$ cat src/hdl/potential_field_velocity_assert.svh
// ----------------------------------------------------------------------------
// Assertion macros for the potential field velocity block
// Concurrent checks that compile away when NO_ASSERTIONS is defined.
// ----------------------------------------------------------------------------
`ifndef POTENTIAL_FIELD_VELOCITY_ASSERT_SVH
`define POTENTIAL_FIELD_VELOCITY_ASSERT_SVH

`ifndef NO_ASSERTIONS

// Check that a property holds at every clock edge out of reset.
`define PFV_ASSERT(label, clk, rst_n, prop) \
    label: assert property (@(posedge clk) disable iff (!rst_n) prop) \
        else $error("potential_field_velocity: assertion failed");

// Check that a condition never occurs out of reset.
`define PFV_NEVER(label, clk, rst_n, cond) \
    label: assert property (@(posedge clk) disable iff (!rst_n) !(cond)) \
        else $error("potential_field_velocity: forbidden condition");

`else

`define PFV_ASSERT(label, clk, rst_n, prop)
`define PFV_NEVER(label, clk, rst_n, cond)

`endif

`endif

$ cat src/hdl/pfv_pkg.sv
// ----------------------------------------------------------------------------
// pfv_pkg
// Types, widths and codes shared by the potential field velocity block.
// ----------------------------------------------------------------------------
package pfv_pkg;

    localparam int FRAC_BITS     = 10;
    localparam int GAIN_FRAC     = 8;
    localparam int MAX_OBSTACLES = 8;

    // Saturation width of one repulsion term.
    localparam int TERM_W    = 50;
    localparam int G_SHIFT   = 16;
    localparam int REP_SHIFT = 4 * FRAC_BITS - 16;

    // Shared long divider.
    localparam int DIV_NUM_W = 49;
    localparam int DIV_DEN_W = 61;
    localparam int DIV_SH_W  = 6;
    localparam int DIV_CNT_W = 7;
    localparam int DIV_Q_W   = TERM_W;

    // Shared square root.
    localparam int SQ_IN_W  = 62;
    localparam int SQ_OUT_W = SQ_IN_W / 2;

    // The larger normalized magnitude lies in [2^(NORM_TOP-1), 2^NORM_TOP).
    localparam int NORM_TOP = 30;

    localparam logic [15:0] ATT_RESET  = 16'd2560;
    localparam logic [15:0] REP_RESET  = 16'd2560;
    localparam logic [14:0] RAD_RESET  = 15'd3072;
    localparam logic [14:0] STEP_RESET = 15'd1024;

    localparam logic [1:0] REG_ATT  = 2'd0;
    localparam logic [1:0] REG_REP  = 2'd1;
    localparam logic [1:0] REG_RAD  = 2'd2;
    localparam logic [1:0] REG_STEP = 2'd3;

    localparam logic OP_WRITE = 1'b0;
    localparam logic OP_QUERY = 1'b1;

    typedef struct packed {
        logic               op;
        logic [2:0]         obstacle_index;
        logic signed [15:0] obstacle_x;
        logic signed [15:0] obstacle_y;
        logic signed [15:0] goal_x;
        logic signed [15:0] goal_y;
        logic signed [15:0] cur_x;
        logic signed [15:0] cur_y;
        logic [3:0]         obstacle_count;
    } pfv_in_t;

    typedef struct packed {
        logic signed [15:0] vel_x;
        logic signed [15:0] vel_y;
        logic               degenerate;
    } pfv_out_t;

    typedef struct packed {
        logic signed [15:0] x;
        logic signed [15:0] y;
    } pfv_obs_t;

    typedef struct packed {
        logic wr;
        logic shift;
    } pfv_cell_ctrl_t;

endpackage

$ cat src/hdl/pfv_cell.sv
// ----------------------------------------------------------------------------
// pfv_cell
// One obstacle slot of the ring; loads on write, takes its neighbor on shift.
// ----------------------------------------------------------------------------
module pfv_cell (
    input  logic                    clk,
    input  logic                    rst_n,
    input  pfv_pkg::pfv_cell_ctrl_t ctrl,
    input  pfv_pkg::pfv_obs_t       wr_data,
    input  pfv_pkg::pfv_obs_t       nbr,
    output pfv_pkg::pfv_obs_t       q
);

    pfv_pkg::pfv_obs_t entry_reg;
    pfv_pkg::pfv_obs_t entry_next;

    always_comb
    begin
        entry_next = entry_reg;
        if (ctrl.wr)
        begin
            entry_next = wr_data;
        end
        else if (ctrl.shift)
        begin
            entry_next = nbr;
        end
    end

    always_ff @(posedge clk or negedge rst_n)
    begin
        if (!rst_n)
        begin
            entry_reg <= '0;
        end
        else
        begin
            entry_reg <= entry_next;
        end
    end

    assign q = entry_reg;

endmodule

$ cat config.mk
export PLATFORM = sky130hd
export DESIGN_NAME = pfv_cell
export DESIGN_NICKNAME = d
export VERILOG_FILES = /design/src/hdl/potential_field_velocity_assert.svh /design/src/hdl/pfv_pkg.sv /design/src/hdl/pfv_cell.sv
export SDC_FILE = /design/constraint.sdc
export NUM_CORES = 1
export LEC_CHECK = 0
export ABC_AREA = 1
export BUFFER_PORTS_ARGS = -buffer_cell sky130_fd_sc_hd__buf_2
export CORE_MARGIN = 3
export CORE_UTILIZATION = 37
export DETAILED_ROUTE_END_ITERATION = 10
export GPL_TIMING_DRIVEN = 0
export HOLD_SLACK_MARGIN = 0.12
export PLACE_DENSITY = 0.74
export SKIP_CTS_REPAIR_TIMING = 1
export SLEW_MARGIN = 20
export SYNTH_ARGS = -nofsm -noshare
export SYNTH_HDL_FRONTEND = slang
export SYNTH_SLANG_ARGS = --single-unit
export TNS_END_PERCENT = 30
$ cat constraint.sdc
create_clock -name clk -period 0.8 [get_ports clk]
set_input_delay 0.08 -clock clk [delete_from_list [all_inputs] [get_ports clk]]
set_output_delay 0.08 -clock clk [all_outputs]
set_load 0.01 [all_outputs]
* Word level (Yosys, flattened, before mapping) *
Index checks and enable logic that the tools add are counted.

storage, ports and cells
  flip-flop bits (word level) = 32
  output and inout port bits = 32
  logic and storage cells = 5

cells by class
  mux-type cells = 2
  reduce and logical (&&, ||, !) cells = 1

operators with widths
  operator            count
  32-bit two-way mux  2
  2-bit nonzero test  1

* Longest topological paths before layout *
  depth in word-level cells = 2
  mapped depth = 5
  mapped depth without buffers = 3

* Worst setup path before layout *
Ideal clock, no wire load.

  kind = in2reg
  start = input port ctrl[0] in the netlist's numbering
  end = register entry_reg (netlist bit q[0])
  library setup time = 124 ps
  data arrival time = 528 ps
  path slack = 147 ps
  cell stages on the path = 4
  path buffers = 2
  path through = buf_4 -> buf_2 -> nand3_1 -> nand3_1

between the ends
  cells in the longest elaborated chain, start to end = 1

ends and longest elaborated chain
  item                          RTL line        source
  start: declaration            pfv_cell.sv:8   input pfv_pkg::pfv_cell_ctrl_t ctrl,
  2-bit nonzero test (no line)  -
  end signal: assignment        pfv_cell.sv:38  entry_reg <= entry_next;
  end: declaration              pfv_cell.sv:14  pfv_pkg::pfv_obs_t entry_reg;

No other way between the ends.
A chain may end at the register's enable or synchronous reset.

* Worst setup path in the final report *
  start = register entry_reg (netlist bit q[26])
  end = output port q[26] in the netlist's numbering

RTL lines
  item              RTL line        source
  end: declaration  pfv_cell.sv:11  output pfv_pkg::pfv_obs_t q

No word-level cell between the ends.

==> run summary <==
## Status
- **status** finished, violations left
- **violations in the final reports** negative hold slack, negative setup slack

## Setup path
- **kind of launch point of the worst setup path** flop
- **data required time at the worst endpoint** 0.72 ns
- **capture instance of the worst register-to-register path** q[16]
- **kind of cell with the highest combined delay on the critical path** flip-flops
- **slowest cell on the critical path** dfrtp_1
- **WP depth** 1
- **Critical Path Fanout Max** 2
- **endpoint class of the critical path** primary output
- **Worst path max stage delay** 0.40 ns
- **CP bufs+invs** 1
- **reg-to-reg slack, setup** 0.05 ns
- **CP Cell Sequence** buf_2
- **worst setup path category** flop to primary output
- **worst reg2reg path startpoint** q[16]
- **last element of the critical path** q[26]
- **worst r2r path cells** 3
- **crit path launch** q[26]
- **signal arrival time at the worst endpoint** 0.82 ns

## Detailed routing
- **first-pass detailed-route iteration total** 6
- **via total after detailed routing** 1,921
- **number of routed nets with antenna violations** 0
- **DRC marker count from the first detailed-route iteration** 106
- **DRC violations left** 0
- **final routed wirelength across all metal layers** 5679 um
- **via count normalized by instance count** 4.839
- **average routed wire per standard cell** 14.30 um

## Clock tree
- **clock tree sinks** 32
- **insertion delay to the later sink of the worst-skew pair** 0.27 ns
- **clock buffer depth** 2
- **H-tree Lvls** 2
- **clock edge transition at the registers on the reported setup and hold paths** 0.07 ns
- **clock tree root buffer cell** clkbuf_8
- **clock buffer count from CTS** 5
- **clock tree from TritonCTS** done

## Timing
- **final worst setup slack** -0.1046 ns
- **worst-case clock skew** 0 ns
- **total count of hold-check failures in the final report** 32
- **RSZ-0062 raised after global routing** true
- **final worst path period share** 113.1%
- **worst slew slack as a fraction of its limit** 52.69%
- **tightest hold margin** -0.1593 ns
- **Setup Viol. Count Final** 32
- **final max-slew violation count** 0
- **maximum clock frequency** 1.105 GHz
- **time the worst path needs with I/O delays and setup** 0.9046 ns
- **final total negative setup slack** -2.508 ns
- **pin slew with the least headroom to its limit** 0.7097 ns

## Placed design
- **half-perimeter wire length after placement** 3173 um
- **Final Wtd Congestion** 0.8113
- **number of placed instances with taps included** 321
- **port buffer count** 97

## Die
- **total core area** 3799 um^2
- **number of ports placed on the die boundary** 100
- **Total Die Area** 4873 um^2
- **Starting Density** 39.66%
- **FP Rows** 22
- **y dimension of the die** 69.81 um
- **horizontal die dimension** 69.81 um

## Global route
- **vias in the first global route** 1,542
- **first-pass GRT wire length** 7051 um
- **layer with the highest usage after global routing** met2
- **largest net degree at the start of global routing** 33
- **met3 Resource Use GR** 5.652%
- **number of antenna violations at the first check in global routing** 0
- **global-route usage over all layers** 18.07%
- **fraction of met2 tracks used by global routing** 29.28%
- **global-route track usage on met1** 22.45%
- **final global-route overflow total** 0

## Synth
- **proportion of register bits with asynchronous set or reset after synthesis** 100.0%
- **post-synth top area cell** dfrtp_1
- **Unique masters post-synth** 8
- **number of enable flip-flop cells after synthesis** 0
- **main area contributors after synthesis** dfrtp_1 53%, nand3_1 21%, nand2_1 16%
- **synthesized instance count** 176
- **most used flip-flop cell after synthesis** dfrtp_1
- **Synth warnings** 0
- **net count after synthesis** 244
- **top cells by count, synth** 64 x nand2_1, 64 x nand3_1, 32 x dfrtp_1
- **share of the synthesized area in the top cell type** 53.16%
- **flip-flop and latch count after synthesis** 32
- **Post-Syn Area per Cell** 8.559 um^2
- **synthesized area** 1506 um^2
- **sequential fraction of the synthesis area** 53.16%

## Power and ir drop
- **reported leakage power** 1.473 nW
- **peak ir drop on the vdd network** 738.0 uV
- **power density over cell area** 1482 nW/um^2
- **Tot Pwr** 4.190 mW

## Finish
- **max FFs per register** 32
- **layout filler cell count** 285
- **fraction of layout cells with a size suffix above 1** 34.96%
- **number of non-filler instances in the completed layout** 397
- **final-stage net count** 416
- **number of antenna repair diodes** 0
- **utilization after layout** 74.44%
- **Syn-to-layout area delta** 87.71%

## Worst hold path
- **Hold Crit Class** input port to async pin

## Job
- **number of maximum-capacitance violations** 0

-- placed cells by master (no fill, tap or decap), drive strengths merged --
| cell | Yosys | final |
|---|---|---|
| dfrtp | 32 | 32 |
| dlygate4sd3 | 0 | 65 |
| buf | 14 | 114 |
| nand3 | 64 | 64 |
| inv | 1 | 1 |
| nor2 | 1 | 1 |
| nand2 | 64 | 64 |
| clkbuf | 0 | 8 |
-- cell families (layout without fill, tap and decap cells) --
kind of cell / Yosys count / count (layout) / synth area share (%)
AND/OR/NAND/NOR: 129 / 129 / 38.54
flip-flops: 32 / 32 / 53.16
buffers and inverters: 15 / 188 / 8.306
-- where the power goes --
| group | leakage [nW] | switching [mW] | internal (mW) |
|---|---|---|---|
| registers | 0.388 | 0.0830 | 1.77 |
| logic | 1.04 | 0.490 | 0.598 |
| clock network | 0.0455 | 0.547 | 0.700 |
| total | 1.47 | 1.12 | 3.07 |
-- routing by layer --
metal  vias to the layer above  part of all wire [%]
li1                        928                     -
met1                       881                    38
met2                        96                    52
met3                        16                   6.7
met4                         0                   2.8
met5                         -                     0
-- layout make-up --
| class | instances | area (um^2) | area share (%) |
|---|---|---|---|
| Tap cell | 48 | 60.06 | 2.124 |
| Inverter | 1 | 6.256 | 0.2212 |
| Multi-Input combinational cell | 129 | 580.6 | 20.53 |
| Timing Repair Buffer | 165 | 1171 | 41.42 |
| Sequential cell | 32 | 800.8 | 28.32 |
| Buffer | 14 | 118.9 | 4.204 |
| Clock buffer | 8 | 90.09 | 3.186 |
-- worst min-delay path by stage --
stage / end / slack [ns] / depth (start not counted)
after detailed placement: q[30] / 0.17 / 1
after global routing: q[30] / -0.10 / 1
final: q[30] / -0.16 / 1
after floorplan: q[0] / -0.22 / 0
after CTS: q[24] / -0.14 / 1
after global placement: q[30] / 0.17 / 1
-- metrics by stage --
step           instance area, um^2  worst slack (ns)
2_1_floorplan                 1506            0.1475
3_3_place_gp                  2052           0.05887
3_5_place_dp                  2052           0.03303
4_1_cts                       2142           -0.1038
5_1_grt                       2828           -0.1353
6_report                      2828           -0.1046
No activity file was read; power rests on OpenSTA's default activity.
