[config.mk]
export PLATFORM = sky130hd
export DESIGN_NAME = pfv_sqrt
export DESIGN_NICKNAME = d
export VERILOG_FILES = /design/src/hdl/potential_field_velocity_assert.svh /design/src/hdl/pfv_pkg.sv /design/src/hdl/pfv_sqrt.sv
export SDC_FILE = /design/constraint.sdc
export NUM_CORES = 1
export LEC_CHECK = 0
export BUFFER_PORTS_ARGS = -buffer_cell sky130_fd_sc_hd__clkbuf_2
export CAP_MARGIN = 40
export CORE_MARGIN = 2
export CORE_UTILIZATION = 55
export CTS_CLUSTER_DIAMETER = 100
export DETAILED_ROUTE_END_ITERATION = 10
export HOLD_SLACK_MARGIN = 0.06
export PLACE_DENSITY = 0.73
export SLEW_MARGIN = 20
export SYNTH_ARGS = -nofsm -noshare
export SYNTH_HDL_FRONTEND = slang
export SYNTH_SLANG_ARGS = --single-unit
[constraint.sdc]
create_clock -name clk -period 6.2 [get_ports clk]
set_input_delay 1.24 -clock clk [delete_from_list [all_inputs] [get_ports clk]]
set_output_delay 1.24 -clock clk [all_outputs]
set_load 0.02 [all_outputs]
[src/hdl/potential_field_velocity_assert.svh]
// ----------------------------------------------------------------------------
// Assertion macros for the potential field velocity block
// Concurrent checks that compile away when NO_ASSERTIONS is defined.
// ----------------------------------------------------------------------------
`ifndef POTENTIAL_FIELD_VELOCITY_ASSERT_SVH
`define POTENTIAL_FIELD_VELOCITY_ASSERT_SVH

`ifndef NO_ASSERTIONS

// Check that a property holds at every clock edge out of reset.
`define PFV_ASSERT(label, clk, rst_n, prop) \
    label: assert property (@(posedge clk) disable iff (!rst_n) prop) \
        else $error("potential_field_velocity: assertion failed");

// Check that a condition never occurs out of reset.
`define PFV_NEVER(label, clk, rst_n, cond) \
    label: assert property (@(posedge clk) disable iff (!rst_n) !(cond)) \
        else $error("potential_field_velocity: forbidden condition");

`else

`define PFV_ASSERT(label, clk, rst_n, prop)
`define PFV_NEVER(label, clk, rst_n, cond)

`endif

`endif

[src/hdl/pfv_pkg.sv]
// ----------------------------------------------------------------------------
// pfv_pkg
// Types, widths and codes shared by the potential field velocity block.
// ----------------------------------------------------------------------------
package pfv_pkg;

    localparam int FRAC_BITS     = 10;
    localparam int GAIN_FRAC     = 8;
    localparam int MAX_OBSTACLES = 8;

    // Saturation width of one repulsion term.
    localparam int TERM_W    = 50;
    localparam int G_SHIFT   = 16;
    localparam int REP_SHIFT = 4 * FRAC_BITS - 16;

    // Shared long divider.
    localparam int DIV_NUM_W = 49;
    localparam int DIV_DEN_W = 61;
    localparam int DIV_SH_W  = 6;
    localparam int DIV_CNT_W = 7;
    localparam int DIV_Q_W   = TERM_W;

    // Shared square root.
    localparam int SQ_IN_W  = 62;
    localparam int SQ_OUT_W = SQ_IN_W / 2;

    // The larger normalized magnitude lies in [2^(NORM_TOP-1), 2^NORM_TOP).
    localparam int NORM_TOP = 30;

    localparam logic [15:0] ATT_RESET  = 16'd2560;
    localparam logic [15:0] REP_RESET  = 16'd2560;
    localparam logic [14:0] RAD_RESET  = 15'd3072;
    localparam logic [14:0] STEP_RESET = 15'd1024;

    localparam logic [1:0] REG_ATT  = 2'd0;
    localparam logic [1:0] REG_REP  = 2'd1;
    localparam logic [1:0] REG_RAD  = 2'd2;
    localparam logic [1:0] REG_STEP = 2'd3;

    localparam logic OP_WRITE = 1'b0;
    localparam logic OP_QUERY = 1'b1;

    typedef struct packed {
        logic               op;
        logic [2:0]         obstacle_index;
        logic signed [15:0] obstacle_x;
        logic signed [15:0] obstacle_y;
        logic signed [15:0] goal_x;
        logic signed [15:0] goal_y;
        logic signed [15:0] cur_x;
        logic signed [15:0] cur_y;
        logic [3:0]         obstacle_count;
    } pfv_in_t;

    typedef struct packed {
        logic signed [15:0] vel_x;
        logic signed [15:0] vel_y;
        logic               degenerate;
    } pfv_out_t;

    typedef struct packed {
        logic signed [15:0] x;
        logic signed [15:0] y;
    } pfv_obs_t;

    typedef struct packed {
        logic wr;
        logic shift;
    } pfv_cell_ctrl_t;

endpackage

[src/hdl/pfv_sqrt.sv]
// ----------------------------------------------------------------------------
// pfv_sqrt
// Integer square root, one result bit per cycle.
// ----------------------------------------------------------------------------
module pfv_sqrt (
    input  logic                         clk,
    input  logic                         rst_n,
    input  logic                         start,
    input  logic [pfv_pkg::SQ_IN_W-1:0]  din,
    output logic                         done,
    output logic [pfv_pkg::SQ_OUT_W-1:0] root
);

    localparam int IW    = pfv_pkg::SQ_IN_W;
    localparam int OW    = pfv_pkg::SQ_OUT_W;
    localparam int CNT_W = $clog2(OW + 1);

    logic             run_reg,  run_next;
    logic             done_reg, done_next;
    logic [CNT_W-1:0] cnt_reg,  cnt_next;
    logic [IW-1:0]    val_reg,  val_next;
    logic [OW+1:0]    rem_reg,  rem_next;
    logic [OW-1:0]    root_reg, root_next;

    logic [OW+3:0] rem_sh;
    logic [OW+3:0] trial;
    logic [OW+3:0] diff;
    logic          ge;

    assign rem_sh = {rem_reg, val_reg[IW-1:IW-2]};
    assign trial  = (OW + 4)'({root_reg, 2'b01});
    assign ge     = rem_sh >= trial;
    assign diff   = rem_sh - trial;

    always_comb
    begin
        run_next  = run_reg;
        done_next = 1'b0;
        cnt_next  = cnt_reg;
        val_next  = val_reg;
        rem_next  = rem_reg;
        root_next = root_reg;
        if (start)
        begin
            run_next  = 1'b1;
            cnt_next  = CNT_W'(OW);
            val_next  = din;
            rem_next  = '0;
            root_next = '0;
        end
        else if (run_reg)
        begin
            val_next  = {val_reg[IW-3:0], 2'b00};
            rem_next  = ge ? diff[OW+1:0] : rem_sh[OW+1:0];
            root_next = {root_reg[OW-2:0], ge};
            cnt_next  = cnt_reg - CNT_W'(1);
            if (cnt_reg == CNT_W'(1))
            begin
                run_next  = 1'b0;
                done_next = 1'b1;
            end
        end
    end

    always_ff @(posedge clk or negedge rst_n)
    begin
        if (!rst_n)
        begin
            run_reg  <= 1'b0;
            done_reg <= 1'b0;
            cnt_reg  <= '0;
        end
        else
        begin
            run_reg  <= run_next;
            done_reg <= done_next;
            cnt_reg  <= cnt_next;
        end
    end

    always_ff @(posedge clk)
    begin
        val_reg  <= val_next;
        rem_reg  <= rem_next;
        root_reg <= root_next;
    end

    assign done = done_reg;
    assign root = root_reg;

endmodule

## Word-level counts from Yosys, hierarchy flattened

Cells that the tools add are included.

| storage, ports and cells | value |
|---|---|
| register bits | 133 |
| bits in latches | 0 |
| memory bits (writable) | 0 |
| ROM bits | 0 |
| input bits | 65 |
| output and inout port bits | 32 |
| word-level logic and storage cells | 22 |
| memories kept | 0 |

| cells by class | value |
|---|---|
| add/sub/neg operators | 2 |
| $mul | 0 |
| divide/modulo/power cells | 0 |
| magnitude comparators | 1 |
| eq/ne operators | 1 |
| shift operators | 0 |
| mux-type cells | 11 |
| bitwise gates (word level) | 0 |
| reductions and logical operators | 1 |

Operator list:

| cell | number |
|---|---|
| $mux W62 | 2 |
| $ge A35 B33 Y1 | 1 |
| $mux W33 | 1 |
| $sub A33 B33 Y33 | 1 |
| $mux W5 | 2 |
| $mux W1 | 6 |
| $eq A5 B1 Y1 const B | 1 |
| $sub A5 B1 Y5 const B | 1 |
| $reduce_bool A2 Y1 | 1 |

## Longest topological paths before layout

| logic depth | value |
|---|---|
| word-level depth | 4 |
| mapped depth | 13 |
| depth with buffers taken out | 10 |

## Worst setup path after synthesis

No wires, ideal clock.

| timing | value |
|---|---|
| path type | input -> register |
| from | in start |
| to | reg val_reg[0], enable pin |
| library setup time | 0.677 ns |
| arrival | 2.829 ns |
| data required time | 5.523 ns |
| setup slack | 2.694 ns |
| cell stages on the path | 4 |
| path buffers | 2 |
| cell sequence | clkbuf_1 inv_1 clkbuf_1 nand2_1 |

| on the way | value |
|---|---|
| word-level cells in the longest chain between the ends | 1 |

RTL lines:

| element | RTL line | source |
|---|---|---|
| start, declared | pfv_sqrt.sv:8 | `input logic start,` |
| $reduce_bool A2 Y1 (no source line) | - |  |
| end signal, assigned | pfv_sqrt.sv:83 | `val_reg <= val_next;` |
| end, declared | pfv_sqrt.sv:21 | `logic [IW-1:0] val_reg, val_next;` |

Every way passes these cells.
A chain may end at the register's enable or synchronous reset.

## Worst setup path after layout

| timing | value |
|---|---|
| from | reg root_reg[10], in the netlist root[10] |
| to | reg rem_reg[26] |

| on the way | value |
|---|---|
| word-level cells in the longest chain between the ends | 2 |
| elaborated cells on any way between the ends | 3 |

RTL lines:

| element | RTL line | source |
|---|---|---|
| start, declared | pfv_sqrt.sv:23 | `logic [OW-1:0] root_reg, root_next;` |
| start signal, assigned | pfv_sqrt.sv:85 | `root_reg <= root_next;` |
| $sub A33 B33 Y33 or $ge A35 B33 Y1 (tied branches) | pfv_sqrt.sv:33, pfv_sqrt.sv:32 |  |
| $mux W33 * | pfv_sqrt.sv:54 | `rem_next = ge ? diff[OW+1:0] : rem_sh[OW+1:0];` |
| end signal, assigned | pfv_sqrt.sv:84 | `rem_reg <= rem_next;` |
| end, declared | pfv_sqrt.sv:22 | `logic [OW+1:0] rem_reg, rem_next;` |

Mark *: on every way between the ends. The rest lies on a longest branch, timed or not.

==> impl_metrics.ini <==
[cts]
postCtsHoldBufs = 0
cts-resized-gates = 0
clkTransAtPathRegs_ps = 60
cts_tree = built
clk_path_buf_depth = 2
cts_buffers = 17
clock_latency_ps = 420
cts.sinks = 133
post_cts_buffers = 0
h-tree-depth = 4
clock-root-buffer = clkbuf_16

[global_routing]
grt_pass1_vias = 5814
grt_use_total_pct = 23.2
antenna_found_initial = 0
grt_max_degree = 65
grt_first_pass_wirelength_um = 27100
grt-ovfl-total = 0

[sta]
rsz0062_at_grt = no
final.min_clock_period_ps = 3360
relSlewSlack_pct = 45.0
worst_slew_pin_slew_ps = 826
clock_skew_ps = 8.41
slew_violations = 0
fin_tns_setup_ps = 0
finalHoldViolations = 0
fmax_mhz = 298
setup_viol = 0
finalCritPeriodShare_pct = 54.2

[job]
max-cap-violations = 0

[finish]
largest_reg_flops = 62
fillCellCount = 1085
num-nets-final = 907
fin_cells = 996
syn2layout_area_growth_pct = 15.5
diodes = 0
layout-drive-gt1-share_pct = 24.9

[floorplan]
start_util_pct = 56.4
die_y_um = 121
ios = 97
rows = 42
dieArea_um2 = 14500
fp.dieW_um = 121
core-area_um2 = 13200

[logic_synthesis]
synth-compound-area-share_pct = 14.0
synth_edf_count = 62
ys_ff_latch = 133
yosysTopAreaCell = edfxtp_1
syn_area_per_cell_um2 = 10.3
synth_area_um2 = 7470
synth-warning-count = 0
netlist_instances = 726
post-synth-top-area-fraction_pct = 24.9
synth_fa_ha_area_share_pct = 5.86
synth_xor_area_share_pct = 3.05
seq_area_frac_synth_pct = 44.4
syn-num-nets = 826
synth_most_common_cell = nor2_1
synthArstFlopShare_pct = 5.26
yosys.area_share.simple_pct = 11.9
yosys-top-cells-count = 77 x nor2_1, 64 x dfxtp_1, 62 x edfxtp_1, 60 x mux2_2, 52 x mux2i_1
synth_top_family_by_area = multiplexers
synth_area_leaders = edfxtp_1 25%, dfxtp_1 17%, mux2_2 9.0%, mux2i_1 7.0%, ha_1 5.9%
synth_cell_types = 65
ys.flop_type = dfxtp_1
muxShareOfSynthArea_pct = 16.0

[placed_design]
portBuffers = 96
gp_congestion = 0.955
place_inst = 963
hpwlAfterDp_um = 10900

[routing]
routedWlPerCell_um = 16.0
dr_total_vias = 5703
vias_per_cell = 5.73
firstDrtPassIters = 7
ant_nets = 0
postRouteWirelength_um = 16000
drc = 0
drt_iter0_drc = 392

[pwr]
power_mw = 4.05
powerDensity_nw_per_um2 = 469
power_leakage_nw = 3.85
ir_worst_vdd_mv = 0.245

[worst_setup_path]
cp_max_fo = 29
cp_data_required_time_ps = 6520
r2r_setup_slack_ps = 2840
path_cells = inv_1 > ha_1 > nand2_2 > or4_4 > o22a_4 > o21ai_4 > a41o_2 > o2111ai_1 > a311oi_1
path_buf_inv = 1
slowest_delay_ps = 790
crit_end = rem_reg[26]$_SDFFE_PP0P_
cp.arrival_ps = 3680
end_kind = flip-flop
r2r-end = rem_reg[26]$_SDFFE_PP0P_
worst_setup_path_start_kind = flip-flop
critPathTopFamily = compound AO/OA/AOI/OAI gates
cp.depth = 9
path_class = reg2reg
reg2reg_depth = 9
r2r-start = root[10]$_SDFFE_PP0P_
critical_path.startpoint = root[10]$_SDFFE_PP0P_
crit_slowest_cell = a41o_2

[status]
status = completed

[worst_hold_path]
hp-class = reg2reg
[report_power, final]
group	switching, mW	total (mW)	internal, mW
logic	1.07	1.94	0.869
registers	0.0919	1.15	1.06
clock network	0.372	0.958	0.586
[area by class of cell]
type / instances / area (µm²) / share of cell area [%]
Clock inverter: 14 / 138 / 1.60
Clock buffer: 18 / 429 / 4.98
Sequential cell: 133 / 3320 / 38.5
Multi-Input combinational cell: 506 / 3790 / 44.0
Tap cell: 176 / 220 / 2.55
Inverter: 48 / 180 / 2.09
Timing Repair Buffer: 101 / 544 / 6.31
[metrics by stage]
step	utilization, %	setup slack (ps)	hold WS (ps)	instance area, µm²
2_1_floorplan	-	2690	471	7470
3_3_place_gp	60.6	2920	487	8020
3_5_place_dp	60.8	2850	500	8050
4_1_cts	65.1	2830	508	8610
5_1_grt	65.1	2650	530	8630
6_report	65.1	2840	502	8630
[metal layers]
metal / vias to the layer above / track usage [%] / routed length (µm)
met5: - / 0 / 0
met4: 0 / 9.01 / 382
met3: 42 / 6.98 / 901
met2: 161 / 37.9 / 7530
met1: 2688 / 28.8 / 7170
li1: 2812 / - / -
[how the worst min path moves through the flow]
stage	end	slack, ps	cells after the start	startpoint
floorplan	rem_reg[31]$_SDFFE_PP0P_	470	2	rem_reg[31]$_SDFFE_PP0P_
CTS	rem_reg[32]$_SDFFE_PP0P_	510	2	rem_reg[32]$_SDFFE_PP0P_
detailed placement	rem_reg[32]$_SDFFE_PP0P_	500	2	rem_reg[32]$_SDFFE_PP0P_
global route	rem_reg[32]$_SDFFE_PP0P_	530	2	rem_reg[32]$_SDFFE_PP0P_
global placement	rem_reg[32]$_SDFFE_PP0P_	490	2	rem_reg[32]$_SDFFE_PP0P_
finish	rem_reg[32]$_SDFFE_PP0P_	500	2	rem_reg[32]$_SDFFE_PP0P_
[layout by cell type, fill, tap and decap left out, types with 26 or more instances in the layout]
| cell | Yosys | final |
|---|---|---|
| clkbuf_2 | 0 | 95 |
| nor2_1 | 77 | 77 |
| dfxtp_1 | 64 | 64 |
| edfxtp_1 | 62 | 62 |
| mux2_2 | 60 | 60 |
| mux2i_1 | 52 | 52 |
| inv_1 | 47 | 47 |
| nand2_1 | 39 | 38 |
| ha_1 | 35 | 35 |
| a21oi_1 | 30 | 30 |
| a211oi_1 | 26 | 26 |
[logic make-up after synthesis]
family | after synthesis
DFF | 133
and+or+nand+nor | 189
AOI/OAI and AO/OA | 144
muxes | 112
xor gates and xnor gates | 26
buffers and inverters | 87
adders and majority gates | 35
[tightest hold or removal path: cells and delay by family, from the launching register on]
kind / cells / cell delay [ps]
DFF: 1 / 320
AOI/OAI and AO/OA: 1 / 50
and+or+nand+nor: 1 / 80
(Power assumes the default switching activity.)
