[config.mk]
export PLATFORM = sky130hd
export DESIGN_NAME = pfv_div
export DESIGN_NICKNAME = d
export VERILOG_FILES = /design/src/hdl/potential_field_velocity_assert.svh /design/src/hdl/pfv_pkg.sv /design/src/hdl/pfv_div.sv
export SDC_FILE = /design/constraint.sdc
export NUM_CORES = 1
export LEC_CHECK = 0
export ABC_CLOCK_PERIOD_IN_PS = 10400
export BUFFER_PORTS_ARGS = -buffer_cell sky130_fd_sc_hd__buf_2
export CORE_MARGIN = 3
export CORE_UTILIZATION = 55
export DETAILED_ROUTE_END_ITERATION = 6
export PLACE_DENSITY = 0.82
export SLEW_MARGIN = 20
export SYNTH_ARGS = -nofsm -noshare
export SYNTH_HDL_FRONTEND = slang
export SYNTH_SLANG_ARGS = --single-unit
export TNS_END_PERCENT = 20
[constraint.sdc]
create_clock -name clk -period 10.4 [get_ports clk]
set_input_delay 1.56 -clock clk [delete_from_list [all_inputs] [get_ports clk]]
set_output_delay 1.56 -clock clk [all_outputs]
set_load 0.02 [all_outputs]
[src/hdl/potential_field_velocity_assert.svh]
// ----------------------------------------------------------------------------
// Assertion macros for the potential field velocity block
// Concurrent checks that compile away when NO_ASSERTIONS is defined.
// ----------------------------------------------------------------------------
`ifndef POTENTIAL_FIELD_VELOCITY_ASSERT_SVH
`define POTENTIAL_FIELD_VELOCITY_ASSERT_SVH

`ifndef NO_ASSERTIONS

// Check that a property holds at every clock edge out of reset.
`define PFV_ASSERT(label, clk, rst_n, prop) \
    label: assert property (@(posedge clk) disable iff (!rst_n) prop) \
        else $error("potential_field_velocity: assertion failed");

// Check that a condition never occurs out of reset.
`define PFV_NEVER(label, clk, rst_n, cond) \
    label: assert property (@(posedge clk) disable iff (!rst_n) !(cond)) \
        else $error("potential_field_velocity: forbidden condition");

`else

`define PFV_ASSERT(label, clk, rst_n, prop)
`define PFV_NEVER(label, clk, rst_n, cond)

`endif

`endif

[src/hdl/pfv_pkg.sv]
// ----------------------------------------------------------------------------
// pfv_pkg
// Types, widths and codes shared by the potential field velocity block.
// ----------------------------------------------------------------------------
package pfv_pkg;

    localparam int FRAC_BITS     = 10;
    localparam int GAIN_FRAC     = 8;
    localparam int MAX_OBSTACLES = 8;

    // Saturation width of one repulsion term.
    localparam int TERM_W    = 50;
    localparam int G_SHIFT   = 16;
    localparam int REP_SHIFT = 4 * FRAC_BITS - 16;

    // Shared long divider.
    localparam int DIV_NUM_W = 49;
    localparam int DIV_DEN_W = 61;
    localparam int DIV_SH_W  = 6;
    localparam int DIV_CNT_W = 7;
    localparam int DIV_Q_W   = TERM_W;

    // Shared square root.
    localparam int SQ_IN_W  = 62;
    localparam int SQ_OUT_W = SQ_IN_W / 2;

    // The larger normalized magnitude lies in [2^(NORM_TOP-1), 2^NORM_TOP).
    localparam int NORM_TOP = 30;

    localparam logic [15:0] ATT_RESET  = 16'd2560;
    localparam logic [15:0] REP_RESET  = 16'd2560;
    localparam logic [14:0] RAD_RESET  = 15'd3072;
    localparam logic [14:0] STEP_RESET = 15'd1024;

    localparam logic [1:0] REG_ATT  = 2'd0;
    localparam logic [1:0] REG_REP  = 2'd1;
    localparam logic [1:0] REG_RAD  = 2'd2;
    localparam logic [1:0] REG_STEP = 2'd3;

    localparam logic OP_WRITE = 1'b0;
    localparam logic OP_QUERY = 1'b1;

    typedef struct packed {
        logic               op;
        logic [2:0]         obstacle_index;
        logic signed [15:0] obstacle_x;
        logic signed [15:0] obstacle_y;
        logic signed [15:0] goal_x;
        logic signed [15:0] goal_y;
        logic signed [15:0] cur_x;
        logic signed [15:0] cur_y;
        logic [3:0]         obstacle_count;
    } pfv_in_t;

    typedef struct packed {
        logic signed [15:0] vel_x;
        logic signed [15:0] vel_y;
        logic               degenerate;
    } pfv_out_t;

    typedef struct packed {
        logic signed [15:0] x;
        logic signed [15:0] y;
    } pfv_obs_t;

    typedef struct packed {
        logic wr;
        logic shift;
    } pfv_cell_ctrl_t;

endpackage

[src/hdl/pfv_div.sv]
// ----------------------------------------------------------------------------
// pfv_div
// Restoring divider for floor(num * 2^shift / den), saturating the quotient.
// ----------------------------------------------------------------------------
module pfv_div (
    input  logic                          clk,
    input  logic                          rst_n,
    input  logic                          start,
    input  logic [pfv_pkg::DIV_NUM_W-1:0] num,
    input  logic [pfv_pkg::DIV_DEN_W-1:0] den,
    input  logic [pfv_pkg::DIV_SH_W-1:0]  shift,
    output logic                          done,
    output logic [pfv_pkg::DIV_Q_W-1:0]   quo
);

    localparam int NW = pfv_pkg::DIV_NUM_W;
    localparam int DW = pfv_pkg::DIV_DEN_W;
    localparam int QW = pfv_pkg::DIV_Q_W;
    localparam int CW = pfv_pkg::DIV_CNT_W;

    logic          run_reg,  run_next;
    logic          done_reg, done_next;
    logic [CW-1:0] cnt_reg,  cnt_next;
    logic [NW-1:0] num_reg,  num_next;
    logic [DW-1:0] den_reg,  den_next;
    logic [DW-1:0] rem_reg,  rem_next;
    logic [QW-1:0] q_reg,    q_next;
    logic          sat_reg,  sat_next;

    logic [DW:0] rem_sh;
    logic [DW:0] diff;
    logic        ge;

    assign rem_sh = {rem_reg, num_reg[NW-1]};
    assign ge     = rem_sh >= {1'b0, den_reg};
    assign diff   = rem_sh - {1'b0, den_reg};

    always_comb
    begin
        run_next  = run_reg;
        done_next = 1'b0;
        cnt_next  = cnt_reg;
        num_next  = num_reg;
        den_next  = den_reg;
        rem_next  = rem_reg;
        q_next    = q_reg;
        sat_next  = sat_reg;
        if (start)
        begin
            run_next = 1'b1;
            cnt_next = CW'(NW) + CW'(shift);
            num_next = num;
            den_next = den;
            rem_next = '0;
            q_next   = '0;
            sat_next = 1'b0;
        end
        else if (run_reg)
        begin
            num_next = {num_reg[NW-2:0], 1'b0};
            rem_next = ge ? diff[DW-1:0] : rem_sh[DW-1:0];
            q_next   = {q_reg[QW-2:0], ge};
            // a one shifted out of the top means the quotient passed the cap
            sat_next = sat_reg | q_reg[QW-1];
            cnt_next = cnt_reg - CW'(1);
            if (cnt_reg == CW'(1))
            begin
                run_next  = 1'b0;
                done_next = 1'b1;
            end
        end
    end

    always_ff @(posedge clk or negedge rst_n)
    begin
        if (!rst_n)
        begin
            run_reg  <= 1'b0;
            done_reg <= 1'b0;
            cnt_reg  <= '0;
        end
        else
        begin
            run_reg  <= run_next;
            done_reg <= done_next;
            cnt_reg  <= cnt_next;
        end
    end

    always_ff @(posedge clk)
    begin
        num_reg <= num_next;
        den_reg <= den_next;
        rem_reg <= rem_next;
        q_reg   <= q_next;
        sat_reg <= sat_next;
    end

    assign done = done_reg;
    assign quo  = sat_reg ? {QW{1'b1}} : q_reg;

endmodule

* Yosys cells after proc, flatten, opt, wreduce, memory -nomap -nowiden
Cells that the tools add are included.
W data, S select, Z words.
** Word-level totals
- Register bits after elaboration :: 231
- Word-level logic and storage cells :: 27
** Cells by class
- Add/subtract/negate cells :: 3
- Magnitude comparators :: 1
- Eq/ne operators :: 1
- Muxes and demuxes :: 12
- Bitwise operators :: 1
- Reduce and logical (&&, ||, !) cells :: 1
** Operator list (count)
- $mux W49 :: 2
- $ge A62 B61 Y1 :: 1
- $mux W61 :: 1
- $sub A61 B61 Y61 :: 1
- $mux W50 :: 1
- $mux W7 :: 2
- $add A6 B6 Y7 const A :: 1
- $eq A7 B1 Y1 const B :: 1
- $sub A7 B1 Y7 const B :: 1
- $mux W1 :: 6
- $reduce_bool A2 Y1 :: 1
- $or A1 B1 Y1 :: 1

* Logic depth before layout (Yosys ltp)
Gate-level depths: netlist of run 1.
- Depth in word-level cells :: 4
- Mapped depth :: 16
- Mapped depth without buffers :: 14

* Worst setup path before layout of run 1
Ideal clock, no wire load.
- Path kind :: register -> register
- Start :: register num_reg[48]
- End :: register rem_reg[60]
- Arrival time :: 3165 ps
- Required time :: 10321 ps
- Setup slack :: 7156 ps
- Cell stages (with the launch flop) :: 15
- Path buffers :: 0
- Cells stage by stage :: edfxtp_1 > inv_1 > ha_1 > fa_1 > nand2b_1 > a211oi_1 > o31ai_1 > a21o_1 > a311oi_2 > o21ai_1 > o21ai_2 > a21oi_2 > nor4b_2 > mux2_1 > a211oi_2
** On the way
- Cells in the longest elaborated chain, start to end :: 2
- Elaborated cells between the ends (all ways) :: 3
- Those cells by class :: add/sub: 1; order compare: 1; mux: 1
** Ends and longest elaborated chain
- start, declared :: line pfv_div.sv:24 : logic [NW-1:0] num_reg, num_next;
- start signal, assigned :: line pfv_div.sv:92 : num_reg <= num_next;
- $sub A61 B61 Y61 or $ge A62 B61 Y1 (tied branches) :: line pfv_div.sv:36, pfv_div.sv:35
- $mux W61 (*) :: line pfv_div.sv:61 : rem_next = ge ? diff[DW-1:0] : rem_sh[DW-1:0];
- end signal, assigned :: line pfv_div.sv:94 : rem_reg <= rem_next;
- end, declared :: line pfv_div.sv:26 : logic [DW-1:0] rem_reg, rem_next;
Mark *: on every way between the ends. The rest lies on a longest branch, timed or not.
A chain may end at the register's enable or synchronous reset.

* Final worst setup path of run 1
- Start :: register num_reg[48]
- End :: register rem_reg[57]
The elaborated chain is that of the path after synthesis.

==> metrics.yaml, run 1 <==
status:
  status: "completed"
clock_tree:
  h-tree-depth: 1
  clock-sinks: 231
  cts_setup_buffers: 0
  cts-root-buf: "clkbuf_16"
  clk_latency_ns: 0.53
  cts_tree: "done"
  cts_buffer_depth: 3
  cts_buffers: 26
  clk_pin_slew_ns: 0.06
  ctsResizeCount: 0
  cts_hold_buffers: 0
drt:
  vias: 10240
  post-route-drc-count: 0
  drt_iter0_markers: 768
  finalWirelength_um: 28610
  wl_per_cell_um: 15.67
  ant_nets: 0
  drt-pass1-iter-count: 4
  viasPerCell: 5.607
global_routing:
  grt_pass1_vias: 10090
  grtUsageMet3: 0.03450
  busiest_layer: "met2"
  antenna_found_initial: 5
  use_met2: 0.3663
  grt_usage: 0.2166
  gr-total-overflow: 0
  grt_pass1_wl_um: 47730
  use_met1: 0.2791
  grt_max_degree: 146
synth:
  yosys.area.top_type: "edfxtp_1"
  synth_commonest_cells: "nor2_1 (191), a21oi_1 (114), dfxtp_1 (112)"
  yosysMostFrequentCell: "nor2_1"
  yosysWarnings: 0
  avgSynthCellArea_um2: 9.541
  synth.distinct_cells: 71
  synth_cells: 1369
  ys_ff_latch: 231
  synthArstFlopShare: 0.03896
  ys_top_cells_by_area: "edfxtp_1 (25%), dfxtp_1 (17%), ha_1 (6.1%)"
  syn_nets: 1553
  synth_seq_area_share: 0.4418
  netlist.area_leader.share: 0.2529
  netlist_area_um2: 13060
  synth_edf_count: 110
  synth_ff_type: "dfxtp_1"
setup_path:
  cp-end-kind: "flip-flop"
  reg2reg_depth: 15
  path_cells: "inv_1 > ha_1 > fa_1 > nand2b_1 > a211oi_1 > o31ai_1 > a211oi_2 > o21ai_2 > o21ai_2 > a21o_1 > nor2_4 > buf_4 > mux2_2 > mux2i_1 > a211oi_1"
  critPathMaxFanout: 72
  reg2reg_setup_slack_ns: 5.68
  required_ns: 10.76
  slowest_delay_ns: 0.73
  cpMaxStageDelayCell: "buf_4"
  worst-path-buf-inv: 2
  regToRegStartpoint: "num_reg[48]"
  path_delay_family: "compound AO/OA/AOI/OAI gates"
  arrival_ns: 5.09
  crit_path_start: "num_reg[48]"
  r2r_end: "rem_reg[57]"
  critical_path_class: "reg -> reg"
  cp-start-kind: "flip-flop"
floorplanning:
  core_area_um2: 22980
  die-height_um: 160.1
  io_pins: 170
  initial_core_util: 0.5683
  die_x_um: 160.1
  die-area_um2: 25630
  fp-row-count: 55
pwr:
  p_per_area_nw_per_um2: 247.5
  ir_drop_mv: 0.1599
  leakage_nw: 7.001
final_layout:
  stdcell_area_um2: 14930
  drive_above_1_share: 0.2260
  fin_cells: 1826
  fillers: 1861
  syn_to_final_growth_pct: 14.29
  nets: 1674
sta:
  slew_violations: 0
  fin_crit_sh: 0.4542
  fin_setup_tns_ns: 0
  postLayoutSetupSlackWorst_ns: 5.677
  finalSetupViolCount: 0
  relSlewSlack: 0.3149
  max_freq_ghz: 0.2117
  hold_violations: 0
  period_needed_ns: 4.723
  worst_pin_slew_ns: 1.028
  rsz0062_at_grt: "false"
  hold_ws_ns: 0.4988
  skew_ns: 0.01166
hold_path:
  min_delay_worst_endpoint: "rem_reg[2]"
  min_from: "rem_reg[2]"
  hold_path_depth: 2
  hold_class: "reg -> reg"
placed_design:
  dp_slack_ns: 5.801
  routabilityCongestion: 0.9194
  dp_hpwl_um: 20030
  dp_cells: 1774
  portBuffers: 169
  place_area_um2: 14000
flow_run:
  cap_violations: 0
-- per-stage QoR --
stage,power [mW],utilization
4_1_cts,3.693,0.6477
5_1_grt,3.958,0.6495
6_report,3.695,0.6495
3_5_place_dp,2.745,0.6091
3_3_place_gp,2.705,0.6091
2_1_floorplan,2.455,-
-- layer usage --
layer / vias up / wire [um] / part of all wire
met5: - / 13 / 0.00045
met4: 2 / 1074 / 0.038
met3: 85 / 1369 / 0.048
met2: 291 / 13580 / 0.47
met1: 4744 / 12570 / 0.44
li1: 5116 / - / -
-- power by group --
part	internal (mW)	total, mW	switching, mW
sequential	1.12	1.23	0.111
clock	0.562	0.930	0.367
combinational	0.640	1.54	0.898
-- kinds of logic (layout without fill, tap and decap cells) --
logic type | after synthesis | count (layout) | synth area share
other | 0 | 4 | 0
buffers and inverters | 154 | 294 | 0.04684
DFF | 231 | 231 | 0.4418
xor gates and xnor gates | 64 | 64 | 0.04292
adders and majority gates | 65 | 65 | 0.06284
AOI/OAI and AO/OA | 324 | 324 | 0.1633
and+or+nand+nor | 418 | 418 | 0.1507
muxes | 113 | 113 | 0.09158
-- layout by cell type (no fill, tap or decap), types with 8 or more instances in the layout --
master and count:
buf_2 168, o21bai_1 14, nand2b_1 11, nand4_1 20, nand2_1 67, o21ai_1 8
inv_1 73, xnor2_1 31, dfrtp_1 8, mux2_2 50, a31oi_1 9, clkbuf_16 29
o21ai_0 37, a21o_1 31, xor2_1 33, nand3_1 17, dfxtp_1 111, or2_2 53
nor2_1 191, and2_1 10, ha_1 64, nor3_1 17, a211oi_1 59, edfxtp_1 110
mux2i_1 61, a21oi_1 114
-- worst reg2reg max path, cell delays in order, from the launching register on --
cell and delay (ns):
edfxtp_1 0.40, inv_1 0.10, ha_1 0.18, fa_1 0.20, nand2b_1 0.13, a211oi_1 0.10, o31ai_1 0.57, a211oi_2 0.18
o21ai_2 0.29, o21ai_2 0.13, a21o_1 0.21, nor2_4 0.62, buf_4 0.73, mux2_2 0.44, mux2i_1 0.20, a211oi_1 0.07
-- cell type report --
| cell class | count | area, um^2 | area share |
|---|---|---|---|
| multi-input cells | 984 | 6681 | 0.4476 |
| flip-flops and latches | 231 | 5776 | 0.3869 |
| repair buffers | 173 | 904.6 | 0.06060 |
| clock buffers | 34 | 754.5 | 0.05054 |
| well taps | 313 | 391.6 | 0.02623 |
| inverters | 74 | 277.8 | 0.01861 |
| clock inverters | 13 | 132.6 | 0.008884 |
| diodes | 4 | 10.01 | 0.0006705 |
-- worst max path at each step --
stage	to	slack, ns	cells past startpoint
floorplan	rem_reg[60]	7.16	14
global placement	rem_reg[55]	5.98	15
detailed placement	rem_reg[55]	5.80	15
CTS	rem_reg[57]	5.68	15
global route	rem_reg[57]	5.26	15
finish	rem_reg[57]	5.68	15
Note: power is estimated with default switching activity, not from simulation.
==> run 2: changes to the inputs <==
Settings changed: ABC_CLOCK_PERIOD_IN_PS 10400 to 4100, CORE_UTILIZATION 55 to 53, PLACE_DENSITY 0.82 to 0.83.
Clock period 10.4 ns to 4.1 ns, I/O delays scaled along.
==> run 2 against run 1 <==
  * Combinational power rose to 2.6 times the previous value
  * Largest cell class unchanged
  * Via count grew 0.37%
  * Largest power group unchanged
  * Final cell count grew 0.33%
  * Clock skew shrank 0.0015 ns
  * Register-to-register slack worse by 5.2 ns
  * Worst setup slack got worse by 5.2 ns
  * Total power grew to 2.5 times the previous value
  * Critical path depth down 1
  * Sequential share of layout area barely moved
  * Non-clock buffer count increased by 3
  * Wire length increased by 1.3%
==> metrics.yaml, run 2 (same netlist as run 1, synthesis figures left out) <==
global_routing:
  antenna_found_initial: 4  # was 5
  grt_usage: 0.2094  # was 0.2166
  grt_max_degree: 143  # was 146
  grt_pass1_wl_um: 46730  # was 47,730 um
  gr-total-overflow: 0  # unchanged
  use_met1: 0.2841  # was 0.2791
  grt_pass1_vias: 9755  # was 10,090
  grtUsageMet3: 0.02798  # was 0.03450
  use_met2: 0.3458  # was 0.3663
  busiest_layer: "met2"  # unchanged
clock_tree:
  cts_buffers: 25  # was 26
  h-tree-depth: 1  # unchanged
  clock-sinks: 231  # unchanged
  cts_tree: "done"  # unchanged
  cts_setup_buffers: 0  # unchanged
  cts_buffer_depth: 3  # unchanged
  cts-root-buf: "clkbuf_16"  # unchanged
  clk_pin_slew_ns: 0.06  # about the same
  clk_latency_ns: 0.52  # was 0.53 ns
pwr:
  power.switching_mw: 3.494  # was 1.376 mW
  clock_power_share: 0.240  # was 0.252
  ir_drop_mv: 0.3879  # was 0.1599 mV
  switching_share: 0.3761  # was 0.3723
  leakage_nw: 6.994  # was 7.001 nW
  p_per_area_nw_per_um2: 622.9  # was 247.5 nW/um^2
  combPwrFrac: 0.424  # was 0.416
  power.share.sequential: 0.335  # was 0.332
  p_int_mw: 5.795  # was 2.320 mW
floorplanning:
  die-height_um: 163.0  # was 160.1 um
  die-area_um2: 26560  # was 25,630 um^2
  io_pins: 170  # unchanged
  die_x_um: 163.0  # was 160.1 um
  fp-row-count: 56  # was 55
  core_area_um2: 23820  # was 22,980 um^2
  initial_core_util: 0.5483  # was 0.5683
sta:
  relSlewSlack: 0.3885  # was 0.3149
  worst_pin_slew_ns: 0.9173  # was 1.028 ns
  fin_crit_sh: 0.8945  # was 0.4542
  finalSetupViolCount: 0  # unchanged
  hold_violations: 0  # unchanged
  skew_ns: 0.01020  # was 0.01166 ns
  slew_violations: 0  # unchanged
  rsz0062_at_grt: "false"  # unchanged
  period_needed_ns: 3.667  # was 4.723 ns
  max_freq_ghz: 0.2727  # was 0.2117 GHz
  fin_setup_tns_ns: 0  # unchanged
final_layout:
  final_cell_mix: "nor2_1 (191), buf_2 (168), a21oi_1 (114), dfxtp_1 (111), edfxtp_1 (110)"  # unchanged
  nets: 1676  # was 1,674
  drive_above_1_share: 0.2272  # was 0.2260
  syn_to_final_growth_pct: 14.17  # was 14.29%
  fillers: 1985  # was 1,861
  layout_commonest_cell: "nor2_1"  # unchanged
  utilization: 0.6259  # was 0.6495
  seq_area_um2: 5776  # unchanged
  multi_input_area_um2: 6681  # unchanged
drt:
  drt-pass1-iter-count: 5  # was 4
  ant_nets: 0  # unchanged
  drt_iter0_markers: 798  # was 768
  finalWirelength_um: 28970  # was 28,610 um
  wl_per_cell_um: 15.82  # was 15.67 um
  vias: 10280  # was 10,240
  post-route-drc-count: 0  # unchanged
  viasPerCell: 5.609  # was 5.607
setup_path:
  arrival_ns: 4.11  # was 5.09 ns
  cp-start-kind: "flip-flop"  # unchanged
  reg2reg_depth: 14  # was 15
  critical_path_class: "reg -> reg"  # unchanged
  crit_end: "rem_reg[60]"  # was rem_reg[57]
  reg2reg_setup_slack_ns: 0.43  # was 5.68 ns
  r2r_end: "rem_reg[60]"  # was rem_reg[57]
  regToRegStartpoint: "num_reg[48]"  # unchanged
  crit_path_start: "num_reg[48]"  # unchanged
  cp-end-kind: "flip-flop"  # unchanged
  required_ns: 4.54  # was 10.76 ns
  critPathMaxFanout: 4  # was 72
placed_design:
  dp_hpwl_um: 20290  # was 20,030 um
  portBuffers: 169  # unchanged
  routabilityCongestion: 0.9255  # was 0.9194
status:
  status: "completed"  # unchanged
flow_run:
  cap_violations: 0  # unchanged
hold_path:
  hold_class: "in -> reg"  # was reg -> reg
==> run 2: changes by cell type in the layout (fill, tap and decap cells not counted), moves of 2 or more <==
cell,change
clkinv_4,-3
clkbuf_1,-3
buf_12,+3
clkbuf_16,-3
clkbuf_8,+4
inv_4,+2
==> run 2: layout make-up <==
class / instances / area share
Antenna cell: 3 / 0.0005034
Clock buffer: 32 / 0.04850
Clock inverter: 13 / 0.006713
Inverter: 74 / 0.01863
Multi-Input combinational cell: 984 / 0.4481
Sequential cell: 231 / 0.3873
Tap cell: 319 / 0.02677
Timing Repair Buffer: 176 / 0.06352
==> run 2: power by group through the flow <==
stage               Combinational, mW  Sequential, mW  Clock [mW]
finish                           3.94            3.12        2.23
global route                     4.37            3.16        2.37
CTS                              3.89            3.11        2.28
detailed placement               3.86            3.15           0
global placement                 3.80            3.13           0
floorplan                        3.16            3.07           0
==> run 2: timing repair <==
action,in CTS,in global routing
endpoints found under the hold margin,9,0
endpoints found under the setup margin,0,0
resized for setup,0,0
hold buffers,1,0
==> run 2: metrics by stage <==
stage,power [mW],hold WS (ns),setup slack (ns),area (um^2),instances
global placement,6.927,0.4754,0.5493,14070,1783
CTS,9.287,0.2529,0.4227,14900,1829
floorplan,6.228,0.3194,0.8557,13060,1369
finish,9.288,0.2711,0.4326,14910,1832
global route,9.908,0.2555,0.1763,14910,1832
detailed placement,7.011,0.4740,0.4215,14070,1783
==> run 2: routing by layer <==
metal / part of all wire / wire [um]
met3: 0.043 / 1245
met2: 0.48 / 13820
met1: 0.45 / 12930
met5: 0.00038 / 11
met4: 0.034 / 973
==> run 2: worst min-delay path by stage <==
stage	end	start	cells after the start	slack (ns)
floorplan	cnt_reg[0]	rst_n	0	0.32
global placement	cnt_reg[5]	rst_n	1	0.48
detailed placement	cnt_reg[3]	rst_n	1	0.47
CTS	den_reg[23]	den[23]	1	0.25
global route	den_reg[31]	den[31]	1	0.26
finish	den_reg[12]	den[12]	1	0.27
==> run 2: critical path, cell delays in order, from the launching register on <==
cell and delay (ns):
edfxtp_1 0.34, inv_1 0.05, ha_1 0.22, fa_1 0.40
nand2b_1 0.19, a211oi_1 0.34, o31ai_1 0.21, a21o_1 0.22
a311oi_2 0.31, o21ai_1 0.18, o21ai_2 0.21, a21oi_2 0.10
nor4b_2 0.27, mux2_1 0.36, a211oi_2 0.21
